==> src/rtl/wlst_pkg.sv <==
`timescale 1ns / 1ps
`default_nettype none
// ----------------------------------------------------------------------------
// wlst_pkg
// Shared types, constants and helpers of the wide line strip tessellator.
// ----------------------------------------------------------------------------
package wlst_pkg;

  localparam int COORD_BITS = 32;
  localparam int CW = (COORD_BITS < 32) ? COORD_BITS : 32;

  localparam logic signed [33:0] SAT_HI = (34'sd1 <<< (CW - 1)) - 34'sd1;
  localparam logic signed [33:0] SAT_LO = -SAT_HI - 34'sd1;

  localparam logic KIND_VERTEX = 1'b0;
  localparam logic KIND_INDEX  = 1'b1;

  typedef struct packed {
    logic signed [31:0] point_x;
    logic signed [31:0] point_y;
    logic [15:0]        line_width;
    logic [31:0]        point_color;
    logic               strip_start;
  } in_t;

  typedef struct packed {
    logic               item_kind;
    logic signed [31:0] vertex_x;
    logic signed [31:0] vertex_y;
    logic [31:0]        vertex_color;
    logic [31:0]        index_value;
    logic               degenerate;
    logic               last_of_item;
  } out_t;

  // one segment handed from the front to the back
  typedef struct packed {
    logic signed [31:0] px;
    logic signed [31:0] py;
    logic [31:0]        pc;
    logic signed [31:0] cx;
    logic signed [31:0] cy;
    logic [31:0]        cc;
    logic [15:0]        pw;
    logic [32:0]        ax;
    logic [32:0]        ay;
    logic               dx_neg;
    logic               dx_zero;
    logic               dy_pos;
    logic               dy_zero;
    logic               degen;
    logic [31:0]        base;
  } job_t;

  typedef enum logic [3:0] {
    BK_IDLE, BK_NORM, BK_SQA, BK_SQB, BK_SQRT, BK_MULX, BK_MULY, BK_DIV,
    BK_SIGN, BK_EMIT
  } back_state_t;

  function automatic logic signed [31:0] sext_coord(input logic [31:0] v);
    logic signed [CW-1:0] t;
    t = v[CW-1:0];
    return 32'(t);
  endfunction

  function automatic logic signed [31:0] sat_coord(input logic signed [33:0] v);
    logic signed [33:0] r;
    if (v > SAT_HI) r = SAT_HI;
    else if (v < SAT_LO) r = SAT_LO;
    else r = v;
    return r[31:0];
  endfunction

  // triangle corners: 0 2 1, 1 2 3
  function automatic logic [1:0] corner(input logic [2:0] i);
    logic [1:0] c;
    unique case (i)
      3'd0: c = 2'd0;
      3'd1: c = 2'd2;
      3'd2: c = 2'd1;
      3'd3: c = 2'd1;
      3'd4: c = 2'd2;
      3'd5: c = 2'd3;
      default: c = 2'd0;
    endcase
    return c;
  endfunction

endpackage
`default_nettype wire

==> src/rtl/wlst_front.sv <==
`timescale 1ns / 1ps
`default_nettype none
// ----------------------------------------------------------------------------
// wlst_front
// Takes points, keeps the previous point and the vertex counter, and pushes
// one segment job per point that closes a segment.
// ----------------------------------------------------------------------------
module wlst_front (
  input  wire logic          clk,
  input  wire logic          rst,
  input  wire logic          in_valid,
  output logic               in_stall,
  input  wire wlst_pkg::in_t in_data,
  input  wire logic          cfg_we,
  input  wire logic [31:0]   cfg_data,
  input  wire logic          q_full,
  output logic               q_push,
  output wlst_pkg::job_t     q_job
);

  logic signed [31:0] prev_x, prev_y;
  logic [15:0]        prev_width;
  logic [31:0]        prev_color;
  logic               have_prev;
  logic [31:0]        vertex_counter;

  logic               take;
  logic signed [31:0] cx, cy;
  logic signed [32:0] dx, dy;

  assign in_stall = q_full;
  assign take = in_valid && !q_full;
  assign cx = wlst_pkg::sext_coord(in_data.point_x);
  assign cy = wlst_pkg::sext_coord(in_data.point_y);
  assign dx = 33'(cx) - 33'(prev_x);
  assign dy = 33'(cy) - 33'(prev_y);

  assign q_push = take && have_prev && !in_data.strip_start;

  always_comb begin
    q_job.px      = prev_x;
    q_job.py      = prev_y;
    q_job.pc      = prev_color;
    q_job.cx      = cx;
    q_job.cy      = cy;
    q_job.cc      = in_data.point_color;
    q_job.pw      = prev_width;
    q_job.ax      = dx[32] ? 33'(-dx) : 33'(dx);
    q_job.ay      = dy[32] ? 33'(-dy) : 33'(dy);
    q_job.dx_neg  = dx[32];
    q_job.dx_zero = (dx == 33'sd0);
    q_job.dy_pos  = !dy[32] && (dy != 33'sd0);
    q_job.dy_zero = (dy == 33'sd0);
    q_job.degen   = (dx == 33'sd0) && (dy == 33'sd0);
    q_job.base    = vertex_counter;
  end

  always_ff @(posedge clk) begin
    if (rst) begin
      have_prev      <= 1'b0;
      vertex_counter <= 32'd0;
      prev_x         <= '0;
      prev_y         <= '0;
      prev_width     <= '0;
      prev_color     <= '0;
    end else begin
      if (cfg_we) vertex_counter <= cfg_data;
      else if (q_push) vertex_counter <= vertex_counter + 32'd4;
      if (take) begin
        have_prev  <= 1'b1;
        prev_x     <= cx;
        prev_y     <= cy;
        prev_width <= in_data.line_width;
        prev_color <= in_data.point_color;
      end
    end
  end

endmodule
`default_nettype wire

==> config.mk <==
export PLATFORM = sky130hd
export DESIGN_NAME = wlst_front
export DESIGN_NICKNAME = d
export VERILOG_FILES = /design/src/rtl/wlst_pkg.sv /design/src/rtl/wlst_front.sv
export SDC_FILE = /design/constraint.sdc
export NUM_CORES = 1
export LEC_CHECK = 0
export ABC_AREA = 1
export BUFFER_PORTS_ARGS = -buffer_cell sky130_fd_sc_hd__clkbuf_2
export CAP_MARGIN = 25
export CORE_MARGIN = 3
export CORE_UTILIZATION = 45
export CTS_BUF_LIST = sky130_fd_sc_hd__clkbuf_8
export DETAILED_ROUTE_END_ITERATION = 12
export PLACE_DENSITY = 0.82
export SLEW_MARGIN = 30
export SYNTH_ARGS = -nofsm -noshare
export SYNTH_HDL_FRONTEND = slang
export SYNTH_SLANG_ARGS = --single-unit
==> constraint.sdc <==
create_clock -name clk -period 4.25 [get_ports clk]
set_clock_uncertainty 0.15 [all_clocks]
set_input_delay 0.6375 -clock clk [delete_from_list [all_inputs] [get_ports clk]]
set_output_delay 0.6375 -clock clk [all_outputs]
set_load 0.005 [all_outputs]
; After elaboration in Yosys (flattened, before gate mapping)
; Cells that the tools add are included.
; Widths: inputs -> output; s select.
[classes]
n_addsub = 5
n_mux = 4
reduce_logical = 12
[ops]
columns = cell, n
row1 = $logic_not 33->1, 2
row2 = $mux 33, 2
row3 = $neg 33->33, 2
row4 = $sub 32x32->33, 2
row5 = $mux 32, 2
row6 = $reduce_bool 33->1, 1
row7 = $add 32x3->32 const B, 1
row8 = $logic_and 1x1->1, 5
row9 = $logic_not 1->1, 3
row10 = $reduce_bool 2->1, 1
[word_totals]
register_bits = 145
input_bits = 150
output_inout_bits = 313
elab_cells = 27

; Logic depth before layout (Yosys ltp)
[logic_depth]
ltp_word = 6
mapped_depth = 22
ltp_nobuf = 21

; Least setup slack after synthesis
; Ideal clock, no wire load.
[synth_timing]
path_kind = in2out
start = input port in_data[49] (netlist bit)
end = output port q_job[32] (netlist bit)
t_arrival_ns = 2.642
required_ns = 3.462
setup_slack_ns = 0.820
stages = 16
n_path_buf = 0
cell_sequence = inv_1 ha_1 fa_1 ha_1 inv_1 a21oi_1 nand3_1 nor2_1 nand2_1 nor2_2 nand2_1 nor2_4 nand3_2 inv_2 nand3_1 nor2_1
[synth_lines]
columns = item, line
row1 = "start, declared", wlst_front.sv:13  ; input wire wlst_pkg::in_t in_data,
row2 = "end, declared", wlst_front.sv:18  ; output wlst_pkg::job_t q_job

==> results.yml <==
outcome:
  status: "finished, final reports clean"
routing:
  drtIter0Drc: 1297
  ant_nets: 0
  drc: 0
  wl_per_cell_um: 15.4
  vias_per_cell: 5.17
  drt_wl_total_um: 49300
  route.vias.total: 16570
  firstDrtPassIters: 6
floorplan:
  dieHeight_um: 182
  die_area_um2: 33200
  io_pins: 463
  start_util_pct: 46.4
  core_area_um2: 30100
  std_cell_rows: 63
  dieWidth_um: 182
clock_tree:
  cts.clk_slew.worst_paths_ns: 0.10
  cts_buffer_depth: 2
  cts_buffers: 17
  htreeDepth: 4
  worstSkewPairLatency_ns: 0.49
  cts_tree: "done"
  clock-sinks: 145
  cts_root_buffer: "clkbuf_8"
  postCtsHoldBufs: 0
yosys:
  ys.flop_type: "dfxtp_1"
  async_flop_share_pct: 0
  ys_warn_count: 0
  synth_seq_cells: 145
  synthDistinctLibCells: 41
  syn_inst: 2454
  syn_area_um2: 14000
  synth-edff-count: 0
  yosysSeqAreaShare_pct: 20.8
  avgSynthCellArea_um2: 5.70
  syn_nets: 2675
global_route:
  antenna_found_initial: 0
  grt_pass1_wl_um: 77100
  grt_overflow: 0
  grt_pass1_vias: 15258
  grtUsageTotal_pct: 28.3
  grt_start_max_net_pins: 87
cells_and_area:
  fillCellCount: 3075
  post-route-util_pct: 55.2
  design_area_um2: 16600
  syn_to_final_growth_pct: 18.8
  nNetsFinal: 3023
  stdcell_count: 3205
  layout-drive-gt1-share_pct: 23.9
  diodes: 0
pwr:
  power.internal_uw: 2920
  p_per_area_nw_per_um2: 313
  pwr-share-seq_pct: 29.2
  power_switching_uw: 2270
  clkPwrFrac_pct: 23.1
  swShare_pct: 43.7
  p_leak_uw: 0.00933
  pwr-share-comb_pct: 47.7
  irDropWorstVdd_mv: 0.256
placed_design:
  placed_cells: 3172
  io_buffers: 462
  gp_congestion: 0.979
  place.detailed.hpwl_um: 40700
  place_area_um2: 16000
timing:
  min_period_ns: 4.05
  slew_headroom_pct: 43.5
  whs_ns: 0.217
  tightestPinTransition_ns: 0.848
  timing.fmax_ghz: 0.247
  finalCritPeriodShare_pct: 95.4
  hold_viol: 0
  rsz0062_at_grt: "true"
  setup_viol: 0
  slew_violations: 0
worst_setup_path:
  cp_cell_sequence: "inv_1 -> ha_1 -> nand2_2 -> nor2_2 -> nand2_2 -> nand2_2 -> nand2_1 -> nand2_1 -> nand3_1 -> nand3_1 -> nand2_1 -> nor2_1 -> nand2_1 -> nor2_2 -> nand3_2 -> nor2_1 -> clkbuf_2"
  endpoint_kind: "primary output"
  max_stage_delay_ns: 0.41
  worstPathRequired_ns: 3.46
  cp-start-kind: "flip-flop"
  worstPathMaxFanout: 6
  crit_arrival_ns: 3.27
  worst_path_most_repeated_cell: "nand2_1"
  crit_type: "reg -> out"
  crit_slowest_cell: "dfxtp_1"
flow_run:
  maxCapViolations: 0
worst_hold_path:
  worstHoldPathType: "in -> reg"
[worst max-delay path, delay by kind of cell, from the launching register on]
family | cells | cell delay [ns]
adder cells (fa/ha/maj) | 1 | 0.40
buffers and inverters | 2 | 0.21
AND/OR/NAND/NOR | 14 | 1.74
flip-flops | 1 | 0.41
[power by group through the flow]
stage | registers [µW] | clock network (µW) | logic [µW]
CTS | 1510 | 1220 | 2400
global route | 1530 | 1270 | 2770
floorplan | 1540 | 0 | 1560
finish | 1520 | 1200 | 2480
detailed placement | 1550 | 0 | 2380
global placement | 1540 | 0 | 2350
[logic make-up (layout without fill, tap and decap cells)]
kind of cell / after synthesis / in the layout / share of synthesized area, %
AND/OR/NAND/NOR: 1339 / 1339 / 40.3
flip-flops: 145 / 145 / 20.8
adder cells (fa/ha/maj): 71 / 71 / 6.46
XOR/XNOR: 64 / 64 / 4.01
AO/OA/AOI/OAI: 302 / 302 / 11.3
buffers and inverters: 533 / 894 / 17.1
[per-layer routing]
metal  track usage [%]  vias up  part of all wire [%]
met5                 0        -                     0
met4              8.41        0                   2.6
met3              5.18       76                   7.5
met2              47.1      676                    47
met1              37.3     7537                    43
li1                  -     8281                     -
[through the flow]
stage | power, µW | TNS (ns) | setup slack (ns)
after floorplan | 3100 | 0 | 0.820
after global placement | 3890 | 0 | 0.160
after detailed placement | 3930 | 0 | 0.114
after CTS | 5140 | 0 | 0.0434
after global routing | 5570 | -0.220 | -0.0516
final | 5190 | 0 | 0.197
[state kept, by name (all words and copies together) (netlist names)]
name,flops
have_prev,1
prev_color,32
prev_width,16
prev_x,32
prev_y,32
vertex_counter,32
[cell usage after synthesis (all sizes together), types with 2 or more instances]
cell | n | area [µm²]
ha | 69 | 863
o21bai | 3 | 22.5
nand3 | 181 | 941
a31oi | 17 | 106
a21oi | 131 | 674
xnor2 | 19 | 166
fa | 2 | 40.0
a22o | 2 | 17.5
o21ai | 144 | 728
nor2 | 298 | 1190
nand3b | 9 | 67.6
or2 | 3 | 18.8
nor3 | 17 | 100
dfxtp | 145 | 2900
o21a | 2 | 15.0
buf | 106 | 792
nand2 | 797 | 3100
nand4 | 27 | 169
xor2 | 45 | 394
inv | 381 | 1430
nor4 | 3 | 18.8
and2 | 3 | 18.8
clkbuf | 45 | 169
[placed cells by master, fill, tap and decap left out, types with 4 or more instances in the layout]
| master | synthesis | final |
|---|---|---|
| nand2_2 | 42 | 53 |
| nand3_2 | 7 | 13 |
| xor2_1 | 45 | 45 |
| xnor2_1 | 19 | 19 |
| dfxtp_1 | 145 | 143 |
| clkbuf_2 | 0 | 461 |
| inv_1 | 364 | 361 |
| a31oi_1 | 17 | 17 |
| nor2_4 | 4 | 7 |
| nand2_1 | 754 | 741 |
| clkbuf_8 | 0 | 19 |
| inv_2 | 17 | 20 |
| nor3_2 | 3 | 4 |
| buf_4 | 102 | 15 |
| ha_2 | 0 | 9 |
| nand3b_1 | 9 | 9 |
| nand4_1 | 27 | 27 |
| nor2_1 | 276 | 264 |
| inv_6 | 0 | 4 |
| nor3_1 | 14 | 13 |
| a21oi_2 | 2 | 10 |
| a21oi_1 | 128 | 120 |
| o21ai_0 | 138 | 138 |
| nor2_2 | 18 | 27 |
| nand3_1 | 174 | 168 |
| ha_1 | 69 | 58 |
[timing repair]
action,CTS,global route
setup buffers,0,1
resized for setup,0,68
endpoints found under the setup margin,0,46
[final cells by class]
cell class | instances | area, µm² | share of cell area (%)
Clock inverter | 13 | 148 | 0.888
Clock buffer | 19 | 262 | 1.57
Sequential cell | 145 | 2910 | 17.5
Tap cell | 390 | 488 | 2.94
Inverter | 382 | 1440 | 8.64
Multi-Input combinational cell | 1776 | 8900 | 53.6
Timing Repair Buffer | 480 | 2480 | 14.9
[path summary, 6_finish.rpt]
path	from	endpoint	slack, ns	cells past startpoint
setup / recovery	prev_y[5]$_SDFFE_PP0P_	q_job[32]	0.20	17
hold / removal	in_data[46]	prev_width[13]$_SDFFE_PP0P_	0.22	3
setup reg to reg	vertex_counter[2]$_SDFFE_PP0N_	vertex_counter[28]$_SDFFE_PP0N_	1.55	12
hold reg to reg	prev_y[26]$_SDFFE_PP0P_	prev_y[26]$_SDFFE_PP0P_	0.33	2
Note: power is estimated with default switching activity, not from simulation.
