<file path="src/rtl/wlst_pkg.sv">
`timescale 1ns / 1ps
`default_nettype none
// ----------------------------------------------------------------------------
// wlst_pkg
// Shared types, constants and helpers of the wide line strip tessellator.
// ----------------------------------------------------------------------------
package wlst_pkg;

  localparam int COORD_BITS = 32;
  localparam int CW = (COORD_BITS < 32) ? COORD_BITS : 32;

  localparam logic signed [33:0] SAT_HI = (34'sd1 <<< (CW - 1)) - 34'sd1;
  localparam logic signed [33:0] SAT_LO = -SAT_HI - 34'sd1;

  localparam logic KIND_VERTEX = 1'b0;
  localparam logic KIND_INDEX  = 1'b1;

  typedef struct packed {
    logic signed [31:0] point_x;
    logic signed [31:0] point_y;
    logic [15:0]        line_width;
    logic [31:0]        point_color;
    logic               strip_start;
  } in_t;

  typedef struct packed {
    logic               item_kind;
    logic signed [31:0] vertex_x;
    logic signed [31:0] vertex_y;
    logic [31:0]        vertex_color;
    logic [31:0]        index_value;
    logic               degenerate;
    logic               last_of_item;
  } out_t;

  // one segment handed from the front to the back
  typedef struct packed {
    logic signed [31:0] px;
    logic signed [31:0] py;
    logic [31:0]        pc;
    logic signed [31:0] cx;
    logic signed [31:0] cy;
    logic [31:0]        cc;
    logic [15:0]        pw;
    logic [32:0]        ax;
    logic [32:0]        ay;
    logic               dx_neg;
    logic               dx_zero;
    logic               dy_pos;
    logic               dy_zero;
    logic               degen;
    logic [31:0]        base;
  } job_t;

  typedef enum logic [3:0] {
    BK_IDLE, BK_NORM, BK_SQA, BK_SQB, BK_SQRT, BK_MULX, BK_MULY, BK_DIV,
    BK_SIGN, BK_EMIT
  } back_state_t;

  function automatic logic signed [31:0] sext_coord(input logic [31:0] v);
    logic signed [CW-1:0] t;
    t = v[CW-1:0];
    return 32'(t);
  endfunction

  function automatic logic signed [31:0] sat_coord(input logic signed [33:0] v);
    logic signed [33:0] r;
    if (v > SAT_HI) r = SAT_HI;
    else if (v < SAT_LO) r = SAT_LO;
    else r = v;
    return r[31:0];
  endfunction

  // triangle corners: 0 2 1, 1 2 3
  function automatic logic [1:0] corner(input logic [2:0] i);
    logic [1:0] c;
    unique case (i)
      3'd0: c = 2'd0;
      3'd1: c = 2'd2;
      3'd2: c = 2'd1;
      3'd3: c = 2'd1;
      3'd4: c = 2'd2;
      3'd5: c = 2'd3;
      default: c = 2'd0;
    endcase
    return c;
  endfunction

endpackage
`default_nettype wire

</file>
<file path="src/rtl/wlst_queue.sv">
`timescale 1ns / 1ps
`default_nettype none
// ----------------------------------------------------------------------------
// wlst_queue
// Two-entry job queue between front and back.
// ----------------------------------------------------------------------------
module wlst_queue (
  input  wire logic           clk,
  input  wire logic           rst,
  input  wire logic           push,
  input  wire wlst_pkg::job_t push_job,
  output logic                full,
  output logic                q_valid,
  input  wire logic           pop,
  output wlst_pkg::job_t      pop_job
);

  wlst_pkg::job_t mem [2];
  logic       wr_ptr, rd_ptr;
  logic [1:0] count;

  assign full    = (count == 2'd2);
  assign q_valid = (count != 2'd0);
  assign pop_job = mem[rd_ptr];

  always_ff @(posedge clk) begin
    if (push) mem[wr_ptr] <= push_job;
  end

  always_ff @(posedge clk) begin
    if (rst) begin
      wr_ptr <= 1'b0;
      rd_ptr <= 1'b0;
      count  <= 2'd0;
    end else begin
      if (push) wr_ptr <= !wr_ptr;
      if (pop) rd_ptr <= !rd_ptr;
      unique case ({push, pop})
        2'b10:   count <= count + 2'd1;
        2'b01:   count <= count - 2'd1;
        default: count <= count;
      endcase
    end
  end

endmodule
`default_nettype wire

</file>
<file path="config.mk">
export PLATFORM = sky130hd
export DESIGN_NAME = wlst_queue
export DESIGN_NICKNAME = d
export VERILOG_FILES = /design/src/rtl/wlst_pkg.sv /design/src/rtl/wlst_queue.sv
export SDC_FILE = /design/constraint.sdc
export NUM_CORES = 1
export LEC_CHECK = 0
export ABC_AREA = 1
export BUFFER_PORTS_ARGS = -buffer_cell sky130_fd_sc_hd__buf_2
export CORE_MARGIN = 5
export CORE_UTILIZATION = 30
export CTS_CLUSTER_DIAMETER = 30
export DETAILED_ROUTE_END_ITERATION = 8
export GPL_ROUTABILITY_DRIVEN = 1
export PLACE_DENSITY = 0.48
export SLEW_MARGIN = 20
export SYNTH_ARGS = -nofsm -noshare
export SYNTH_HDL_FRONTEND = slang
export SYNTH_SLANG_ARGS = --single-unit
</file>
<file path="constraint.sdc">
create_clock -name clk -period 25.9 [get_ports clk]
set_input_delay 2.59 -clock clk [delete_from_list [all_inputs] [get_ports clk]]
set_output_delay 2.59 -clock clk [all_outputs]
set_load 0.02 [all_outputs]
</file>
# After elaboration in Yosys (flattened, before gate mapping)
# Memory sizes are Yosys's and may differ from the RTL's. A register that Yosys moved wholly into a read port is not among the register bits.
# Index checks and enable logic that the tools add are counted.
# classes
addsub	2
n_mul	0
div	0
magnitude_cmp	0
n_eq_ne	3
shift	0
mux	5
n_bitwise	0
n_reduce_logical	4
# op_table
operator	n
2-bit == test (second input constant)	2
1-bit 2-to-1 mux	4
2-bit case mux with 2 select lines	1
2-bit nonzero test	2
2-bit by 1-bit adder with 2-bit output (second input constant)	1
2-bit by 1-bit == test with 1-bit output (second input constant)	1
1-bit logical NOT	2
2-bit by 1-bit subtractor with 2-bit output (second input constant)	1
# word_totals
reg_bits	4
latchBits	0
ram_bits	622
romBits	0
input_bits	315
wordCells	18
memories	1
# memory_table
name	depth	word_bits	read_ports	rd_clocked_by_memory_dff	wr	line_no	text
mem	2	311	1	1	1	wlst_queue.sv:18	wlst_pkg::job_t mem [2];

# Longest topological paths before layout
# Gate-level depths: netlist of the first run.
# logic_depth
ltp_word	3
depth_mapped	7
ltp_nobuf	7

# Worst setup path before layout of the first run
# Ideal clock, no wire load.
# synth_path
path_kind	input-to-reg
from	input port push
to	memory mem[0][0] in the netlist's numbering, enable pin
setup_ns	0.999
arrival_ns	15.662
required_time_ns	24.901
path_slack_ns	9.239
path_stages	2
path_cell_list	inv_1 > nor2_1
# synth_between
elab_chain_len	2
# synth_lines
item	line_no	text
start, declared	wlst_queue.sv:10	input wire logic push,
1-bit 2-to-1 mux	wlst_queue.sv:27	if (push) mem[wr_ptr] <= push_job;
1-bit 2-to-1 mux (implied by the code)	wlst_queue.sv:27	
end, declared	wlst_queue.sv:18	
# Every way passes these cells.

==> results.toml, run 1 <==
[worst_hold_path]
hold_path.class = "reg -> reg"
hold_path_depth = 2
holdPathEnd = "count[1]"
min_from = "count[1]"

[finish]
fillers = 7331
fin_nets = 2063
drive_gt1_share_pct = 62.7
area_growth_pct = 35.5

[sta]
tightest_slew_ns = 1.02
post-route-period-util_pct = 25.9
rsz0062_at_grt = "false"
finalClockSkew_ns = 0.0216
min_period_ns = 6.70
setup_viol_count_final = 0
fin_setup_tns_ns = 0
drv_slew = 0
finalHoldViolations = 0
fmax_ghz = 0.149
maxSlewHeadroom_pct = 31.7
setup_ws_ns = 19.20

[placement]
place_ws_ns = 19.73
gp_congestion = 0.735
dp_hpwl_microns = 38000
io_buffer_count = 627

[worst_setup_path]
required_ns = 23.31
critPathMaxFanout = 113
r2r_end = "mem[0][162]"
cp.arrival_ns = 4.11
r2r_cells = 4
max_stage_delay_ns = 1.00
cp-start-kind = "register"
r2r_slack_ns = 22.29
crit_type = "reg -> out"
critPathSlowestCell = "dfxtp_4"
worstReg2RegStart = "wr_ptr"
critical_path.cell_chain = "buf_4 > buf_12 > mux2_2 > buf_2"
endpoint_kind = "primary output"
cp_num_buf_inv = 3
path_delay_family = "buffers and inverters"

[die]
rows = 104
die-area_sq_um = 86300
die-height_microns = 294
initial_core_util_pct = 30.1
coreArea_sq_um = 80200
fp.dieW_microns = 294
boundaryPins = 628

[outcome]
outcome = "completed"

[detailed_routing]
wirelength_microns = 56800
vias_per_cell = 4.17
ant_nets = 0
drtIter0Drc = 418
drcViolationCount = 0
wl_per_cell_microns = 19.4
vias = 12200
drtPass1Iterations = 4

[grt]
grt_pass1_wl_microns = 82000
grt_max_degree = 131
grt_overflow = 0
grt_use_total_pct = 12.6
grt_antenna_before_repair = 19
grt_pass1_vias = 13400

[synthesis]
synthAdderAreaFrac_pct = 0.0518
synth_seq_cells = 627
synth_fp_nets = 1317
synth_compound_area_share_pct = 0.0414
yosys_warnings = 0
synth_simple_gate_area_share_pct = 0.280
synthesis.area_sq_um = 24200
synth_xor_area_share_pct = 0.0363
muxShareOfSynthArea_pct = 19.0
avgSynthCellArea_sq_um = 24.1
yosysUniqueCellTypes = 16
synth_top_family_by_area = "multiplexers"
syn-instance-count = 1001
ys_seq_area_share_pct = 77.7

[clock_network]
cts_resized = 0
cts_tree = "yes"
cts_buffers = 140
clock_latency_ns = 0.69
ctsHoldBuffers = 0
clock_sinks = 627
cts_setup_buffers = 0
cts_max_level = 4
root_buffer = "clkbuf_16"
clockBufferDepth = 3
path_clk_slew_ns = 0.04

[power_and_ir_drop]
leakagePower_nw = 13.0
peakVddDrop_mv = 0.0586
p_per_area_nw_per_um2 = 97.8

[job]
maxCapViolations = 0
[flip-flops by register name (all words and copies together) (netlist names), named ones only]
register,count
count,2
wr_ptr,1
mem,622
rd_ptr,1
[final cells by class]
class                      instances  area, sq um  area share, %
timing repair buffer             639         3240           9.90
sequential                       627        18800           57.4
clock inverter                    87         1010           3.08
clock buffer                     164         3640           11.1
tap                             1060         1330           4.05
antenna                            7         17.5         0.0535
multi-input combinational        332         4700           14.3
inverter                           7         33.8          0.103
[worst register-to-register path, cell delays in order (launching register included)]
cell and delay (ns):
dfxtp_1 0.34, nor2_4 0.48, buf_4 0.60, buf_4 0.89
buf_4 0.86
[cell usage after synthesis]
cell type,count,area (sq um)
buf_2,2,10.0
mux2_4,290,4350
buf_6,1,11.3
nor3_1,1,5.00
dfxtp_1,5,100
edfxtp_1,622,18700
ha_1,1,12.5
mux2_2,21,236
nand2_1,6,22.5
nor2_1,9,33.8
o21ai_0,1,5.00
buf_12,32,641
nand4_1,1,6.26
inv_1,7,26.3
xnor2_1,1,8.76
a21oi_1,1,5.00
[cells by family (layout without fill, tap and decap cells)]
kind of cell,Yosys count,in the layout
AOI/OAI and AO/OA,2,2
xor gates and xnor gates,1,1
adders and majority gates,1,1
buffers and inverters,42,897
DFF,627,627
muxes,311,311
other,0,7
and+or+nand+nor,17,17
[stage by stage]
step,cell area [sq um],hold WS [ns],cells,util [%],power (mW)
global placement,28100,0.489,2665,35.0,1.52
finish,32700,0.501,2923,40.8,3.20
detailed placement,28100,0.499,2665,35.0,1.53
global route,32700,0.525,2919,40.8,3.33
CTS,32700,0.504,2916,40.8,3.25
floorplan,24200,0.476,1001,-,1.45
[per-layer routing]
layer,GRT usage (%),up-vias,wire length (microns)
met5,0,-,149
met4,4.63,24,1360
met3,6.67,126,5910
met2,21.6,492,29000
met1,13.1,6006,20300
li1,-,5548,-
[power breakdown]
part | leakage, nW | total [mW] | internal, mW | switching, mW
clock network | 2.23 | 1.70 | 1.14 | 0.553
logic | 4.87 | 0.305 | 0.133 | 0.172
registers | 5.88 | 1.20 | 1.18 | 0.0163
total | 13.0 | 3.20 | 2.46 | 0.742
[placed cells by master, fill, tap and decap left out, types with 3 or more instances in the layout]
cell type     n
mux2_2       21
bufinv_16    14
nand2_1       6
diode_2       7
clkinv_16     4
clkinv_8      3
inv_1         6
buf_2       627
clkinv_2     25
edfxtp_1    622
buf_4        11
inv_16        4
dfxtp_1       4
clkbuf_16   142
inv_6         3
nor2_1        8
mux2_4      290
clkinvlp_4   12
clkinv_1     19
clkinv_4      3
clkbuf_1     22
[worst max path at each step]
stage                        endpoint     start  cells past startpoint
after floorplan             mem[0][0]      push                      2
after global placement    mem[0][171]      push                      6
after detailed placement   mem[0][48]      push                      6
after CTS                  pop_job[3]  register                      4
after global routing       pop_job[9]  register                      4
final                      pop_job[3]  register                      4
(Power assumes the default switching activity.)
==> run 2, diff against run 1 <==
Clock period 25.9 ns to 6.6 ns, I/O delays scaled along.
==> run 2 against run 1 <==
Net effect: cell area is 1.8% higher; die area stayed put; clock power grew to 4.4 times the previous value; core utilization is 0.75 points higher; via count hardly changed; worst hold slack worse by 0.35 ns; largest power group unchanged; worst setup slack worse by 16 ns; highest routed layer unchanged; flip-flop and latch count stayed put; clock-buffer cell count is 2 lower; non-clock buffer count is 4 lower; largest cell class unchanged; combinational power grew to 3.9 times the previous value.
==> results.toml, run 2 (synthesis results as in run 1) <==
[finish]
area_growth_pct = 38.0
fillers = 7309
multi_input_area_sq_um = 4700
layout_common_cells = "627 x buf_2, 622 x edfxtp_1, 290 x mux2_4"
design_area_sq_um = 33300
largest_reg_flops = 622
final_common_cell = "buf_2"
drive_gt1_share_pct = 62.8
largest_register = "mem"
reg_top3 = "mem: 622 flops, count: 2 flops"
fin_nets = 2066
seq_area_sq_um = 18800

[clock_network]
clockBufferDepth = 3
path_clk_slew_ns = 0.05
clock_latency_ns = 0.68
cts_resized = 0
cts_buffers = 147
cts_max_level = 4
cts_setup_buffers = 0
ctsHoldBuffers = 0
root_buffer = "clkbuf_16"
cts_tree = "yes"
clock_sinks = 627

[grt]
grt_pass1_vias = 13600
grt_overflow = 0
grtUsageMet3_pct = 6.45
grt_pass1_wl_microns = 83400
grtUsageMet2_pct = 22.5
grt_busiest_layer = "met2"
grt_use_total_pct = 12.8
grt_antenna_before_repair = 14
use_met1_pct = 12.9
grt_max_degree = 151

[placement]
gp_congestion = 0.787
dpl_cell_area_sq_um = 28100
io_buffer_count = 627
dp_hpwl_microns = 38600

[die]
boundaryPins = 628
initial_core_util_pct = 30.1
fp.dieW_microns = 294
die-height_microns = 294
rows = 104
coreArea_sq_um = 80200
die-area_sq_um = 86300

[detailed_routing]
wl_per_cell_microns = 19.7
ant_nets = 0
vias_per_cell = 4.15
drtIter0Drc = 549
drtPass1Iterations = 5
vias = 12200
wirelength_microns = 57700
drcViolationCount = 0

[sta]
min_period_ns = 3.72
post-route-period-util_pct = 56.4
finalHoldViolations = 0
maxSlewHeadroom_pct = 28.9
rsz0062_at_grt = "false"
finalClockSkew_ns = 0.0319
tightest_slew_ns = 1.07
fin_setup_tns_ns = 0
setup_viol_count_final = 0
drv_slew = 0
fmax_ghz = 0.268

[job]
maxCapViolations = 0

[worst_setup_path]
critPathMaxFanout = 110
crit_type = "reg -> out"
cp.arrival_ns = 3.06
required_ns = 5.94
endpoint_kind = "primary output"
cp-start-kind = "register"
r2r_slack_ns = 4.24

[power_and_ir_drop]
leakagePower_nw = 13.2
p_per_area_nw_per_um2 = 401
peakVddDrop_mv = 0.295

[outcome]
outcome = "completed"

[worst_hold_path]
hold_path.class = "in -> reg"
[run 2: critical path, stage by stage (launching register included)]
cell     delay [ns]
dfxtp_4        0.89
buf_12         0.70
mux2_2         0.43
buf_2          0.17
[run 2: routing by layer]
layer  up-vias  wire length [microns]
met2       496                  29700
met3       132                   5650
met1      6005                  20500
li1       5558                      -
met5         -                     51
met4         8                   1830
[run 2: where the power goes]
part / switching, mW / leakage, nW / internal, mW
sequential: 0.0617 / 5.88 / 4.64
combinational: 0.679 / 4.86 / 0.526
clock: 2.28 / 2.51 / 5.18
[run 2: path summary, 6_finish.rpt]
check,cells after the start,to,from
setup / recovery,3,pop_job[306],register
hold / removal,1,mem[1][276],push_job[276]
setup reg to reg,2,mem[0][54],wr_ptr
hold reg to reg,2,register,rd_ptr
[run 2: layout make-up]
| cell class | instances | share of cell area, % |
|---|---|---|
| antenna | 8 | 0.0600 |
| clock buffer | 162 | 11.2 |
| clock inverter | 106 | 4.44 |
| inverter | 7 | 0.0901 |
| multi-input combinational | 332 | 14.1 |
| sequential | 627 | 56.3 |
| tap | 1060 | 3.98 |
| timing repair buffer | 635 | 9.82 |
[run 2: per-stage QoR]
step	hold WS, ns	setup WS [ns]	total power, mW	std cells	utilization, %
global placement	0.489	3.54	5.98	2661	35.1
detailed placement	0.502	3.55	6.00	2661	35.1
finish	0.154	2.88	13.4	2937	41.6
global route	0.0834	2.73	13.9	2932	41.6
floorplan	0.476	0.798	5.64	1001	-
CTS	0.0782	2.77	13.6	2929	41.6
